===== src/hdl/ptc_pkg.sv =====
// Shared constants, codes and queue item type for the compact pointer codec.
// No dependencies.
`default_nettype none
package ptc_pkg;
  localparam int BUCKETS = 64;
  localparam int WAYS = 4;
  localparam int CAP = BUCKETS * WAYS;
  localparam int SET_W = $clog2(BUCKETS);
  localparam int WAY_W = (WAYS > 1) ? $clog2(WAYS) : 1;
  localparam int CNT_W = 9;
  localparam logic [63:0] HASH_MUL = 64'h9E37_79B9_7F4A_7C15;

  localparam logic [1:0] REQ_ENC = 2'd0;
  localparam logic [1:0] REQ_DEC = 2'd1;
  localparam logic [1:0] REQ_PURGE = 2'd2;

  localparam logic [1:0] WSEL_32 = 2'd0;
  localparam logic [1:0] WSEL_16 = 2'd1;

  localparam logic [2:0] STAT_DIRECT = 3'd0;
  localparam logic [2:0] STAT_NULL = 3'd1;
  localparam logic [2:0] STAT_OVF = 3'd2;
  localparam logic [2:0] STAT_FULL = 3'd3;
  localparam logic [2:0] STAT_MISS = 3'd4;
  localparam logic [2:0] STAT_PURGED = 3'd5;

  typedef enum logic [1:0] {
    K_DIRECT = 2'd0,
    K_ENC_TBL = 2'd1,
    K_DEC_TBL = 2'd2,
    K_PURGE = 2'd3
  } kind_t;

  typedef struct packed {
    kind_t kind;
    logic [SET_W-1:0] set;
    logic [63:0] key;
    logic [63:0] tgt;
    logic [31:0] off;
    logic [2:0] status;
    logic [15:0] doc;
  } item_t;
endpackage
`default_nettype wire


===== src/hdl/ptc_front.sv =====
// Front end: accepts requests, computes hash set, distance and direct results.
// Depends on ptc_pkg.
`default_nettype none
module ptc_front (
  input  wire logic clk,
  input  wire logic rst,
  input  wire logic in_valid,
  output logic in_ready,
  input  wire logic [1:0] req_type,
  input  wire logic [1:0] width_sel,
  input  wire logic [2:0] align_shift,
  input  wire logic [63:0] base_addr,
  input  wire logic [63:0] target_addr,
  input  wire logic [31:0] offset_in,
  input  wire logic [63:0] slot_addr,
  input  wire logic [15:0] purge_doc,
  output logic push,
  input  wire logic full,
  output ptc_pkg::item_t item
);
  import ptc_pkg::*;

  logic s1_valid;
  logic [1:0] s1_req;
  logic [1:0] s1_wsel;
  logic [2:0] s1_sh;
  logic [63:0] s1_base;
  logic [63:0] s1_tgt;
  logic [31:0] s1_off;
  logic [63:0] s1_key;
  logic [15:0] s1_doc;
  logic [63:0] s1_d;
  logic [63:0] s1_plo;
  logic [SET_W-1:0] s1_px;

  logic drop, s1_go;
  logic [2:0] sh;
  logic [63:0] amask, scaled, dtgt;
  logic aligned, fits, notmin, direct;
  logic [31:0] sentinel, ext;

  assign drop = (s1_req != REQ_ENC) && (s1_req != REQ_DEC) && (s1_req != REQ_PURGE);
  assign s1_go = s1_valid && (drop || !full);
  assign push = s1_valid && !drop && !full;
  assign in_ready = !s1_valid || s1_go;

  always_ff @(posedge clk) begin
    if (rst) begin
      s1_valid <= 1'b0;
    end else if (in_valid && in_ready) begin
      s1_valid <= 1'b1;
    end else if (s1_go) begin
      s1_valid <= 1'b0;
    end
    if (in_valid && in_ready) begin
      s1_req <= req_type;
      s1_wsel <= width_sel;
      s1_sh <= align_shift;
      s1_base <= base_addr;
      s1_tgt <= target_addr;
      s1_off <= offset_in;
      s1_key <= slot_addr;
      s1_doc <= purge_doc;
      s1_d <= target_addr - base_addr;
      s1_plo <= slot_addr[31:0] * HASH_MUL[31:0];
      s1_px <= SET_W'(slot_addr[32 +: SET_W] * HASH_MUL[SET_W-1:0])
             + SET_W'(slot_addr[SET_W-1:0] * HASH_MUL[32 +: SET_W]);
    end
  end

  always_comb begin
    sh = (s1_wsel == WSEL_32) ? 3'd0 : s1_sh;
    amask = (64'd1 << sh) - 64'd1;
    aligned = (s1_d & amask) == 64'd0;
    scaled = 64'($signed(s1_d) >>> sh);
    unique case (s1_wsel)
      WSEL_32: begin
        fits = (&scaled[63:31]) || !(|scaled[63:31]);
        notmin = scaled[31:0] != 32'h8000_0000;
        sentinel = 32'h8000_0000;
        ext = s1_off;
      end
      WSEL_16: begin
        fits = (&scaled[63:15]) || !(|scaled[63:15]);
        notmin = scaled[15:0] != 16'h8000;
        sentinel = 32'hFFFF_8000;
        ext = {{16{s1_off[15]}}, s1_off[15:0]};
      end
      default: begin
        fits = (&scaled[63:7]) || !(|scaled[63:7]);
        notmin = scaled[7:0] != 8'h80;
        sentinel = 32'hFFFF_FF80;
        ext = {{24{s1_off[7]}}, s1_off[7:0]};
      end
    endcase
    direct = aligned && fits && notmin;
    dtgt = s1_base + ({{32{ext[31]}}, ext} << sh);
  end

  always_comb begin
    item.kind = K_DIRECT;
    item.set = s1_plo[32 +: SET_W] + s1_px;
    item.key = s1_key;
    item.tgt = 64'd0;
    item.off = 32'd0;
    item.status = STAT_DIRECT;
    item.doc = s1_doc;
    priority if (s1_req == REQ_ENC) begin
      if (s1_tgt == 64'd0) begin
        item.status = STAT_NULL;
      end else if (direct) begin
        item.off = scaled[31:0];
      end else if (s1_key == 64'd0) begin
        item.status = STAT_FULL;
      end else begin
        item.kind = K_ENC_TBL;
        item.tgt = s1_tgt;
        item.off = sentinel;
      end
    end else if (s1_req == REQ_DEC) begin
      item.off = ext;
      if (ext == 32'd0) begin
        item.status = STAT_NULL;
      end else if (ext == sentinel) begin
        if (s1_key == 64'd0) begin
          item.status = STAT_MISS;
        end else begin
          item.kind = K_DEC_TBL;
        end
      end else begin
        item.tgt = dtgt;
      end
    end else begin
      item.status = STAT_PURGED;
      if (s1_doc != 16'd0) begin
        item.kind = K_PURGE;
      end
    end
  end
endmodule
`default_nettype wire


===== config.mk =====
export PLATFORM = sky130hd
export DESIGN_NAME = ptc_front
export DESIGN_NICKNAME = d
export VERILOG_FILES = /design/src/hdl/ptc_pkg.sv /design/src/hdl/ptc_front.sv
export SDC_FILE = /design/constraint.sdc
export NUM_CORES = 2
export LEC_CHECK = 0
export BUFFER_PORTS_ARGS = -buffer_cell sky130_fd_sc_hd__buf_2
export CELL_PAD_IN_SITES_DETAIL_PLACEMENT = 1
export CELL_PAD_IN_SITES_GLOBAL_PLACEMENT = 2
export CORE_ASPECT_RATIO = 0.8
export CORE_MARGIN = 1.5
export CORE_UTILIZATION = 36
export DETAILED_ROUTE_END_ITERATION = 8
export HOLD_SLACK_MARGIN = 0.15
export PLACE_DENSITY = 0.79
export SYNTH_ARGS = -nofsm -noshare
export SYNTH_HDL_FRONTEND = slang
export SYNTH_SLANG_ARGS = --single-unit

===== constraint.sdc =====
create_clock -name clk -period 39.3 [get_ports clk]
set_input_delay 7.86 -clock clk [delete_from_list [all_inputs] [get_ports clk]]
set_output_delay 7.86 -clock clk [all_outputs]
set_load 0.005 [all_outputs]

==> flow_metrics.env <==
export IMPL_status="finished clean"
export IMPL_avgRoutedWirePerCell_um=26.1
export IMPL_h_tree_depth=2
export IMPL_skew_ps=14.9
export IMPL_ys_seq_elements=324
export IMPL_design_core_area_um2=91800
export IMPL_std_cell_rows=99
export IMPL_syn_inst=3445
export IMPL_path_class="in -> out"
export IMPL_power_static_leakage_nw=17.8
export IMPL_hold_viol=0
export IMPL_setup_violations=0
export IMPL_drive_gt1_share_pct=15.0
export IMPL_maxSlewHeadroom_pct=22.1
export IMPL_syn_avg_cell_area_um2=9.74
export IMPL_required_ps=31440
export IMPL_ys_seq_area_share_pct=29.0
export IMPL_synth_edf_count=323
export IMPL_numCtsBuffers=42
export IMPL_synth_async_reset_ratio_pct=0
export IMPL_clk_pin_slew_worst_paths_ps=60
export IMPL_overflow=0
export IMPL_dp_hpwl_mm=109
export IMPL_design_area_um2=38500
export IMPL_timing_fmax_mhz=62.2
export IMPL_synthAdderAreaFrac_pct=28.8
export IMPL_die_w_um=344
export IMPL_cts_tree="built"
export IMPL_grt_pass1_wl_mm=193
export IMPL_seqCellArea_um2=9720
export IMPL_synth_compound_area_share_pct=17.3
export IMPL_most_common_layout_cells="inv_1 (595), buf_2 (439), ha_1 (382), edfxtp_1 (323), fa_1 (244)"
export IMPL_synth_simple_area_share_pct=9.78
export IMPL_period_needed_ps=16090
export IMPL_ys_warn_count=0
export IMPL_drt_iter0_markers=2442
export IMPL_worstMarginPinSlew_ps=1140
export IMPL_syn_num_nets=4322
export IMPL_antenna_found_initial=37
export IMPL_cap_violations=0
export IMPL_dieArea_um2=95100
export IMPL_critPathCaptureType="primary output"
export IMPL_place_area_um2=36900
export IMPL_fp_dieH_um=276
export IMPL_drc=0
export IMPL_drtPass1Iterations=5
export IMPL_grt_total_usage_pct=27.5
export IMPL_post_cts_setup_buffers=0
export IMPL_fin_crit_sh_pct=40.9
export IMPL_num_io_pins=440
export IMPL_fin_nets=4698
export IMPL_cts_hold_buf=0
export IMPL_nFillCells=10600
export IMPL_crit_path_start_kind="input pin"
export IMPL_vias=28500
export IMPL_clkLatencyLatePin_ps=620
export IMPL_synthMuxAreaShare_pct=2.31
export IMPL_rsz0062_at_grt="false"
export IMPL_grt_pass1_vias=28600
export IMPL_synth_distinct_cells=82
export IMPL_place_gp_congestion=0.937
export IMPL_syn_area_um2=33600
export IMPL_numPortBuffers=439
export IMPL_fin_tns_setup_ps=0
export IMPL_drt_wl_total_mm=133
export IMPL_synth_top_flop_cell="edfxtp_1"
export IMPL_critPathMaxFanout=3
export IMPL_hp_class="reg -> reg"
export IMPL_finalMaxSlewViolations=0
export IMPL_multi_input_area_um2=21000
export IMPL_whs_ps=555
export IMPL_synth_xor_area_share_pct=4.33
export IMPL_clk_path_buf_depth=3
export IMPL_antenna_left=0
export IMPL_grt_max_degree=131
export IMPL_area_growth_pct=14.6
export IMPL_clockRootBuffer="clkbuf_16"
export IMPL_final_common_cell="inv_1"
export IMPL_synth_top_family_by_area="adder cells"
export IMPL_p_per_area_nw_per_um2=80.5
export IMPL_ctsResizeCount=0
export IMPL_viasPerCell=5.60
export IMPL_critical_path_arrival_ps=8230
export IMPL_initial_core_util_pct=36.6
export IMPL_clkSinkCount=324
export IMPL_ir_worst_vdd_mv=0.140
-- through the flow --
| step | util (%) | instances | setup slack, ps | power, W |
|---|---|---|---|---|
| final | 41.9 | 5083 | 23210 | 0.00309 |
| after global routing | 41.9 | 5075 | 23170 | 0.00343 |
| after CTS | 41.8 | 5066 | 23210 | 0.00313 |
| after detailed placement | 40.2 | 4989 | 23210 | 0.00268 |
| after global placement | 40.2 | 4989 | 23220 | 0.00260 |
| after floorplan | - | 3445 | 12880 | 0.00204 |
-- cells in the mapped netlist, types with 20 or more instances --
cell	n	area, µm²
nand4_1	44	275
edfxtp_1	323	9700
mux2i_1	54	541
buf_2	40	200
inv_1	595	2230
o21bai_1	25	188
o22ai_1	71	444
a21o_1	104	781
o211ai_1	30	225
a31oi_1	29	181
xor2_1	55	482
clkbuf_1	73	274
nor3_1	53	265
xnor2_1	111	972
nor2b_1	29	181
nand3_1	30	150
o211a_1	25	250
fa_1	244	4880
nand2b_1	31	194
and3_1	28	175
nor2_1	140	526
o221ai_1	20	175
nand2_1	187	702
a211oi_1	91	683
nor4_1	62	388
ha_1	382	4780
o21ai_0	107	536
a21oi_1	220	1100
-- worst paths after layout --
path	startpoint	endpoint	slack, ps	depth (start not counted)
min	s1_valid	s1_valid	550	2
min reg2reg	s1_valid	s1_valid	550	2
max	full	in_ready	23210	3
max reg2reg	s1_req[1]	s1_base[47]	35560	5
-- cells by family (layout without fill, tap and decap cells) --
kind of cell,after synthesis,after routing
AO/OA/AOI/OAI,866,866
buffers and inverters,732,1141
AND/OR/NAND/NOR,663,663
adder cells (fa/ha/maj),626,626
flip-flops,324,324
XOR/XNOR,166,166
multiplexers,68,68
other,0,17
-- registers in the layout, summed over array words and instances, names as in the netlist --
name / count
s1_plo: 6
s1_d: 64
s1_px: 6
s1_valid: 1
s1_req: 2
s1_doc: 16
s1_wsel: 2
s1_tgt: 64
s1_base: 64
s1_sh: 3
s1_off: 32
s1_key: 64
-- final cells by class --
class	count	share of cell area, %
Antenna cell	17	0.111
Clock buffer	48	2.79
Clock inverter	29	1.04
Inverter	596	5.82
Multi-Input combinational cell	2389	54.7
Sequential cell	324	25.3
Tap cell	1212	3.94
Timing Repair Buffer	468	6.31
-- power by group --
group          switching (W)  total, W  internal [W]
Sequential         0.0000302  0.000514      0.000484
Clock               0.000172  0.000428      0.000256
Combinational        0.00123   0.00215      0.000921
-- per-layer routing --
metal	global-route usage, %	part of all wire (%)
met5	0	0.13
met4	6.12	2.1
met3	9.77	11
met2	36.0	38
met1	42.1	49
-- worst max-delay path, stage by stage --
cell and delay [ps]:
buf_2 130, nand3_1 100, buf_2 140
(Power assumes the default switching activity.)
