[config.mk]
export PLATFORM = sky130hd
export DESIGN_NAME = ptc_queue
export DESIGN_NICKNAME = d
export VERILOG_FILES = /design/src/hdl/ptc_pkg.sv /design/src/hdl/ptc_queue.sv
export SDC_FILE = /design/constraint.sdc
export NUM_CORES = 1
export LEC_CHECK = 0
export BUFFER_PORTS_ARGS = -buffer_cell sky130_fd_sc_hd__buf_4
export CAP_MARGIN = 20
export CELL_PAD_IN_SITES_DETAIL_PLACEMENT = 1
export CELL_PAD_IN_SITES_GLOBAL_PLACEMENT = 1
export CORE_ASPECT_RATIO = 0.9
export CORE_MARGIN = 4
export CORE_UTILIZATION = 40
export DETAILED_ROUTE_END_ITERATION = 12
export PLACE_DENSITY_LB_ADDON = 0.1
export SETUP_SLACK_MARGIN = 0.5
export SYNTH_ARGS = -nofsm -noshare
export SYNTH_HDL_FRONTEND = slang
export SYNTH_SLANG_ARGS = --single-unit
[constraint.sdc]
create_clock -name clk -period 11.3 [get_ports clk]
set_input_delay 0.565 -clock clk [delete_from_list [all_inputs] [get_ports clk]]
set_output_delay 0.565 -clock clk [all_outputs]
set_load 0.005 [all_outputs]
[src/hdl/ptc_pkg.sv]
// Shared constants, codes and queue item type for the compact pointer codec.
// No dependencies.
`default_nettype none
package ptc_pkg;
  localparam int BUCKETS = 64;
  localparam int WAYS = 4;
  localparam int CAP = BUCKETS * WAYS;
  localparam int SET_W = $clog2(BUCKETS);
  localparam int WAY_W = (WAYS > 1) ? $clog2(WAYS) : 1;
  localparam int CNT_W = 9;
  localparam logic [63:0] HASH_MUL = 64'h9E37_79B9_7F4A_7C15;

  localparam logic [1:0] REQ_ENC = 2'd0;
  localparam logic [1:0] REQ_DEC = 2'd1;
  localparam logic [1:0] REQ_PURGE = 2'd2;

  localparam logic [1:0] WSEL_32 = 2'd0;
  localparam logic [1:0] WSEL_16 = 2'd1;

  localparam logic [2:0] STAT_DIRECT = 3'd0;
  localparam logic [2:0] STAT_NULL = 3'd1;
  localparam logic [2:0] STAT_OVF = 3'd2;
  localparam logic [2:0] STAT_FULL = 3'd3;
  localparam logic [2:0] STAT_MISS = 3'd4;
  localparam logic [2:0] STAT_PURGED = 3'd5;

  typedef enum logic [1:0] {
    K_DIRECT = 2'd0,
    K_ENC_TBL = 2'd1,
    K_DEC_TBL = 2'd2,
    K_PURGE = 2'd3
  } kind_t;

  typedef struct packed {
    kind_t kind;
    logic [SET_W-1:0] set;
    logic [63:0] key;
    logic [63:0] tgt;
    logic [31:0] off;
    logic [2:0] status;
    logic [15:0] doc;
  } item_t;
endpackage
`default_nettype wire

[src/hdl/ptc_queue.sv]
// Two-entry queue of classified items between front and back end.
// Depends on ptc_pkg.
`default_nettype none
module ptc_queue (
  input  wire logic clk,
  input  wire logic rst,
  input  wire logic push,
  input  wire ptc_pkg::item_t push_item,
  output logic full,
  input  wire logic pop,
  output logic head_valid,
  output ptc_pkg::item_t head
);
  import ptc_pkg::*;

  item_t slots [2];
  logic wr_ptr, rd_ptr;
  logic [1:0] count;

  assign full = count == 2'd2;
  assign head_valid = count != 2'd0;
  assign head = slots[rd_ptr];

  always_ff @(posedge clk) begin
    if (rst) begin
      wr_ptr <= 1'b0;
      rd_ptr <= 1'b0;
      count <= 2'd0;
    end else begin
      if (push) begin
        wr_ptr <= !wr_ptr;
      end
      if (pop) begin
        rd_ptr <= !rd_ptr;
      end
      count <= count + 2'(push) - 2'(pop);
    end
    if (push) begin
      slots[wr_ptr] <= push_item;
    end
  end
endmodule
`default_nettype wire

==> results of run 1 <==
==> layout make-up <==
cell class / count / area share
flip-flops and latches: 379 / 0.603
repair buffers: 387 / 0.155
multi-input cells: 201 / 0.144
clock buffers: 57 / 0.0600
well taps: 469 / 0.0312
clock inverters: 17 / 0.00539
diodes: 6 / 0.000799
inverters: 2 / 0.000399
==> cells in the final DEF, fill, tap and decap left out, drive strengths merged <==
cell,count
or2,1
inv,3
buf,387
xnor3,1
xnor2,2
dfxtp,5
diode,6
clkbuf,57
edfxtp,374
nor2,4
mux2,187
bufinv,1
and2,1
nor2b,3
ha,2
clkinv,15
==> worst paths after layout <==
kind,from,end,slack [ns],cells past startpoint
max,flip-flop,head[36],7.32,4
min,push_item[105],slots[0][105],0.22,1
max reg2reg,wr_ptr,slots[0][101],8.63,3
min reg2reg,rd_ptr,rd_ptr,0.53,2
==> routing by layer <==
layer  track usage  wire length, um  vias up  part of all wire
li1              -                -     3222                 -
met1         0.183            12100     3519              0.36
met2         0.280            17000      251              0.51
met3        0.0697             3260       60             0.097
met4        0.0674             1040        2             0.031
met5             0               17        -           0.00051
==> where the power goes <==
| part | internal (mW) | switching, mW | leakage [nW] |
|---|---|---|---|
| sequential | 1.64 | 0.0336 | 3.55 |
| clock | 0.718 | 0.504 | 0.600 |
| combinational | 0.242 | 0.161 | 3.12 |
| total | 2.61 | 0.698 | 7.27 |
==> synth_stat cells <==
master                     instances  share of area
sky130_fd_sc_hd__and2_1            1        0.00044
sky130_fd_sc_hd__buf_2             5         0.0018
sky130_fd_sc_hd__buf_6            16          0.013
sky130_fd_sc_hd__dfxtp_1           5         0.0070
sky130_fd_sc_hd__edfxtp_1        374           0.79
sky130_fd_sc_hd__ha_1              2         0.0018
sky130_fd_sc_hd__inv_1             2        0.00053
sky130_fd_sc_hd__mux2_2           57          0.045
sky130_fd_sc_hd__mux2_4          130           0.14
sky130_fd_sc_hd__nor2_1            4         0.0011
sky130_fd_sc_hd__nor2b_1           3         0.0013
sky130_fd_sc_hd__or2_2             1        0.00044
sky130_fd_sc_hd__xnor2_1           2         0.0012
sky130_fd_sc_hd__xnor3_1           1         0.0016
==> worst max-delay path: stages, from the launching register on <==
cell                      delay [ns]
sky130_fd_sc_hd__dfxtp_4        0.90
sky130_fd_sc_hd__buf_4          0.54
sky130_fd_sc_hd__buf_4          0.80
sky130_fd_sc_hd__mux2_2         0.41
sky130_fd_sc_hd__buf_4          0.13
==> registers in the layout, indices dropped and copies added (netlist names), named ones only <==
register	count
wr_ptr	1
slots	374
rd_ptr	1
count	2
==> stage by stage <==
stage / setup slack (ns) / std cells / utilization
finish: 7.32 / 1518 / 0.535
global route: 7.12 / 1518 / 0.535
CTS: 7.24 / 1512 / 0.535
detailed placement: 7.81 / 1438 / 0.500
global placement: 7.83 / 1438 / 0.500
floorplan: 1.91 / 603 / -
==> cell families (layout without fill, tap and decap cells) <==
family	after synthesis	after routing	synth area share
xor gates and xnor gates	3	3	0.00281
adders and majority gates	2	2	0.00176
buffers and inverters	23	463	0.0149
DFF	379	379	0.795
muxes	187	187	0.182
other	0	6	0
and+or+nand+nor	9	9	0.00325
==> impl_metrics.sql, run 1 <==
INSERT INTO impl_metrics (metric_group, metric, value, unit) VALUES
('clock_tree', 'tritoncts_num_sinks', '379', ''),
('sta', 'fin_crit', '3.98', 'ns'),
('layout', 'fillers', '3222', ''),
('detailed_routing', 'route.detailed.drc', '0', ''),
('power_and_ir_drop', 'ir_drop', '0.129', 'mV'),
('grt', 'maximum_number_of_pins_on_one_net_before_global_route_repair', '68', ''),
('clock_tree', 'cts-resized-gates', '0', ''),
('worst_hold_path', 'hold_class', 'primary input to flip-flop', ''),
('power_and_ir_drop', 'finalPower', '3.30', 'mW'),
('sta', 'final.hold.worst_slack', '0.220', 'ns'),
('synthesis', 'synth_warnings', '0', ''),
('grt', 'antenna_found_initial', '7', ''),
('floorplan', 'die_h', '187', 'um'),
('clock_tree', 'clock_insertion_delay_worst_skew', '0.53', 'ns'),
('placement', 'placement.cell_area', '17500', 'um^2'),
('detailed_routing', 'finalWirelength', '33400', 'um'),
('grt', 'grt.total_usage', '0.165', ''),
('sta', 'final_clock_period_utilization_by_the_worst_path', '0.352', ''),
('synthesis', 'mappedNetlistNets', '796', ''),
('clock_tree', 'clk_pin_slew_worst_paths', '0.06', 'ns'),
('placement', 'dpl.hpwl', '23500', 'um'),
('detailed_routing', 'post_drt_via_cell_ratio', '4.65', ''),
('sta', 'worst_setup_skew_after_layout', '0.00487', 'ns'),
('floorplan', 'pin_count', '380', ''),
('floorplan', 'fp-row-count', '65', ''),
('clock_tree', 'cts_hold_buffers', '0', ''),
('flow_run', 'max-cap-violations', '0', ''),
('layout', 'post-route-cell-area', '18800', 'um^2'),
('layout', 'multiInputGateArea', '2720', 'um^2'),
('synthesis', 'postSynthRegisterBits', '379', ''),
('clock_tree', 'postCtsSetupBuffers', '0', ''),
('layout', 'area_delta_synth_final', '31.9', '%'),
('synthesis', 'post_synthesis_mean_instance_area', '23.6', 'um^2'),
('clock_tree', 'tritoncts.num_buffers', '41', ''),
('clock_tree', 'root_buffer', 'sky130_fd_sc_hd__clkbuf_16', ''),
('setup_path', 'startpoint_type', 'flip-flop', ''),
('sta', 'final_setup_tns', '0', 'ns'),
('setup_path', 'worst-endpoint-arrival', '3.42', 'ns'),
('floorplan', 'area_of_the_core', '35100', 'um^2'),
('power_and_ir_drop', 'powerDensity', '176', 'nW/um^2'),
('sta', 'slew_viol_final', '0', ''),
('sta', 'unrepaired_setup_endpoints_after_global_routing', 'false', ''),
('detailed_routing', 'num_vias', '7054', ''),
('floorplan', 'fp.dieArea', '38700', 'um^2'),
('setup_path', 'worstSetupPathType', 'flip-flop to output port', ''),
('placement', 'port_buffers', '379', ''),
('setup_path', 'cp-end-kind', 'output port', ''),
('sta', 'setup_viol_count_final', '0', ''),
('layout', 'layout.nets', '1205', ''),
('layout', 'sequential_cell_area', '11300', 'um^2'),
('grt', 'grt_first_pass_wirelength', '47800', 'um'),
('sta', 'finalHoldViolCount', '0', ''),
('synthesis', 'synth_cell_type_count', '14', ''),
('outcome', 'status', 'finished clean', ''),
('setup_path', 'timing.critical_path.fanout_max', '55', ''),
('floorplan', 'die_x', '207', 'um'),
('clock_tree', 'cts_max_path_buffers', '3', ''),
('setup_path', 'cp.required', '10.74', 'ns'),
('sta', 'slew-limit-headroom', '0.324', ''),
('detailed_routing', 'detailedRoute.firstIterationViolations', '350', ''),
('power_and_ir_drop', 'power.static_leakage', '7.27', 'nW'),
('detailed_routing', 'route.detailed.wl_per_inst', '22.0', 'um'),
('sta', 'max_slew.worst_pin.slew', '1.01', 'ns'),
('synthesis', 'synthCells', '603', ''),
('sta', 'maxClockFrequency', '251', 'MHz'),
('grt', 'grt_remaining_overflow', '0', ''),
('grt', 'grt_pass1_vias', '7772', ''),
('clock_tree', 'cts_tree', 'yes', ''),
('detailed_routing', 'number_of_nets_with_antenna_violations_after_routing', '0', ''),
('synthesis', 'synth_area', '14200', 'um^2'),
('floorplan', 'initial_utilization', '0.406', ''),
('placement', 'gp_congestion', '0.745', ''),
('detailed_routing', 'dr.pass1.iters', '4', ''),
('layout', 'layout-drive-gt1-share', '0.602', ''),
('synthesis', 'synth_seq_area_share', '0.795', ''),
('clock_tree', 'cts_htree_levels', '2', '');
No activity file was read; power rests on OpenSTA's default activity.
==> inputs of run 2 (changes only) <==
==> constraint.sdc (replaced) <==
create_clock -name clk -period 3.6 [get_ports clk]
set_input_delay 0.18 -clock clk [delete_from_list [all_inputs] [get_ports clk]]
set_output_delay 0.18 -clock clk [all_outputs]
set_load 0.005 [all_outputs]
==> run 2 against run 1 <==
Against the previous run: sequential share of layout area fell by 6.3 points; clock-buffer cell count down 1; design area rose by 12%; routed wire length is 5.9% higher; utilization is 6.2 points higher; global-route usage is 1.3 points higher; hold slack improved by 0.16 ns; clock skew rose by 0.0097 ns; clock power grew to 3.4 times the previous value; largest power group unchanged.
==> impl_metrics.sql, run 2 (same netlist as run 1, synthesis figures left out) <==
INSERT INTO impl_metrics (metric_group, metric, value, unit) VALUES
('outcome', 'status', 'finished clean', ''),
('sta', 'setup_viol_count_final', '0', ''),
('setup_path', 'worstSetupPathType', 'flip-flop to output port', ''),
('detailed_routing', 'finalWirelength', '35400', 'um'),
('detailed_routing', 'dr.pass1.iters', '4', ''),
('detailed_routing', 'number_of_nets_with_antenna_violations_after_routing', '0', ''),
('clock_tree', 'cts_max_path_buffers', '3', ''),
('clock_tree', 'tritoncts.num_buffers', '42', ''),
('sta', 'maxClockFrequency', '399', 'MHz'),
('clock_tree', 'clock_insertion_delay_worst_skew', '0.53', 'ns'),
('floorplan', 'pin_count', '380', ''),
('grt', 'antenna_found_initial', '5', ''),
('floorplan', 'fp-row-count', '65', ''),
('grt', 'grt_first_pass_wirelength', '53000', 'um'),
('clock_tree', 'cts_htree_levels', '2', ''),
('sta', 'fin_crit', '2.51', 'ns'),
('detailed_routing', 'num_vias', '7856', ''),
('setup_path', 'critPathSlowestCell', 'sky130_fd_sc_hd__dfxtp_4', ''),
('flow_run', 'max-cap-violations', '0', ''),
('grt', 'grt_pass1_vias', '8832', ''),
('layout', 'area_delta_synth_final', '47.3', '%'),
('placement', 'gp_congestion', '0.741', ''),
('floorplan', 'die_h', '187', 'um'),
('layout', 'largest_register', 'slots', ''),
('detailed_routing', 'route.detailed.drc', '0', ''),
('detailed_routing', 'detailedRoute.firstIterationViolations', '297', ''),
('floorplan', 'die_x', '207', 'um'),
('clock_tree', 'root_buffer', 'sky130_fd_sc_hd__clkbuf_16', ''),
('placement', 'place.detailed.instances', '1444', ''),
('power_and_ir_drop', 'ir_drop', '0.408', 'mV'),
('grt', 'grt.total_usage', '0.178', ''),
('grt', 'maximum_number_of_pins_on_one_net_before_global_route_repair', '98', ''),
('setup_path', 'startpoint_type', 'flip-flop', ''),
('layout', 'layout-drive-gt1-share', '0.513', ''),
('sta', 'max_slew.worst_pin.slew', '0.932', 'ns'),
('detailed_routing', 'post_drt_via_cell_ratio', '4.58', ''),
('placement', 'port_buffers', '379', ''),
('sta', 'fin_ws', '1.09', 'ns'),
('setup_path', 'timing.critical_path.fanout_max', '43', ''),
('power_and_ir_drop', 'power.static_leakage', '8.18', 'nW'),
('floorplan', 'initial_utilization', '0.406', ''),
('placement', 'dpl.hpwl', '22600', 'um'),
('layout', 'reg.largest.list', 'slots: 374 flops, count: 2 flops', ''),
('floorplan', 'fp.dieArea', '38700', 'um^2'),
('setup_path', 'cp-end-kind', 'output port', ''),
('sta', 'slew-limit-headroom', '0.378', ''),
('placement', 'post-place-ws', '1.61', 'ns'),
('sta', 'slew_viol_final', '0', ''),
('setup_path', 'cp.required', '3.42', 'ns'),
('layout', 'layout.cells.most_common', 'sky130_fd_sc_hd__buf_4', ''),
('setup_path', 'timing.critical_path.slowest_cell_delay', '0.85', 'ns'),
('grt', 'grt_remaining_overflow', '0', ''),
('setup_path', 'timing.critical_path.cells', 'buf_12 > mux2_2 > buf_4', ''),
('layout', 'largest_register_ff_count', '374', ''),
('layout', 'final_cell_mix', '383 x sky130_fd_sc_hd__buf_4, 374 x sky130_fd_sc_hd__edfxtp_1, 191 x sky130_fd_sc_hd__dlygate4sd3_1', ''),
('layout', 'layout.nets', '1403', ''),
('clock_tree', 'cts_tree', 'yes', ''),
('sta', 'worst_setup_skew_after_layout', '0.0146', 'ns'),
('layout', 'multiInputGateArea', '2720', 'um^2'),
('sta', 'final.hold.worst_slack', '0.381', 'ns'),
('clock_tree', 'postCtsSetupBuffers', '0', ''),
('sta', 'final_setup_tns', '0', 'ns'),
('sta', 'finalHoldViolCount', '0', ''),
('sta', 'unrepaired_setup_endpoints_after_global_routing', 'false', ''),
('clock_tree', 'tritoncts_num_sinks', '379', ''),
('floorplan', 'area_of_the_core', '35100', 'um^2'),
('power_and_ir_drop', 'powerDensity', '520', 'nW/um^2'),
('layout', 'sequential_cell_area', '11300', 'um^2'),
('layout', 'layout.cells.non_filler', '1715', ''),
('sta', 'final_clock_period_utilization_by_the_worst_path', '0.696', ''),
('worst_hold_path', 'hold_class', 'primary input to flip-flop', ''),
('layout', 'fillers', '3169', ''),
('clock_tree', 'clk_pin_slew_worst_paths', '0.05', 'ns'),
('setup_path', 'worst-endpoint-arrival', '2.33', 'ns'),
('detailed_routing', 'route.detailed.wl_per_inst', '20.6', 'um');
## run 2: power by group
part / internal [mW] / total (mW) / switching, mW
registers: 5.16 / 5.25 / 0.0950
clock network: 2.54 / 4.16 / 1.61
logic: 0.923 / 1.51 / 0.585
## run 2: area by class of cell
| class | instances | share of cell area |
|---|---|---|
| diodes | 5 | 0.000596 |
| clock buffers | 56 | 0.0536 |
| clock inverters | 19 | 0.0102 |
| inverters | 2 | 0.000358 |
| multi-input cells | 201 | 0.129 |
| flip-flops and latches | 379 | 0.540 |
| well taps | 469 | 0.0280 |
| repair buffers | 584 | 0.238 |
## run 2: worst max-delay path, delay by kind of cell (launching register included)
family / cells / cell delay, ns
buf+inv: 2 / 0.48
mux: 1 / 0.38
flops: 1 / 0.85
## run 2: path summary, 6_finish.rpt
path                         to  slack, ns           start  depth (start not counted)
setup / recovery       head[39]       1.09       flip-flop                          3
hold / removal    slots[0][168]       0.38  push_item[168]                          2
setup reg to reg  slots[1][126]       1.68          wr_ptr                          2
hold reg to reg       flip-flop       0.54          rd_ptr                          2
## run 2: timing repair
| action | in CTS | in global routing |
|---|---|---|
| endpoints found under the hold margin | 379 | 0 |
| gates resized for setup | 0 | 0 |
| hold buffers | 191 | 0 |
## run 2: per-layer routing
| metal | global-route usage | part of all wire | vias up |
|---|---|---|---|
| met2 | 0.316 | 0.52 | 236 |
| met5 | 0 | 0 | - |
| met3 | 0.0574 | 0.075 | 49 |
| met1 | 0.208 | 0.38 | 3949 |
| li1 | - | - | 3622 |
| met4 | 0.0463 | 0.020 | 0 |
## run 2: per-stage QoR
| step | util | total power, mW | instance area [um^2] |
|---|---|---|---|
| final | 0.597 | 10.9 | 21000 |
| after global routing | 0.597 | 11.4 | 21000 |
| after CTS | 0.597 | 11.1 | 21000 |
| after detailed placement | 0.504 | 6.69 | 17700 |
| after global placement | 0.504 | 6.66 | 17700 |
| after floorplan | - | 5.96 | 14300 |
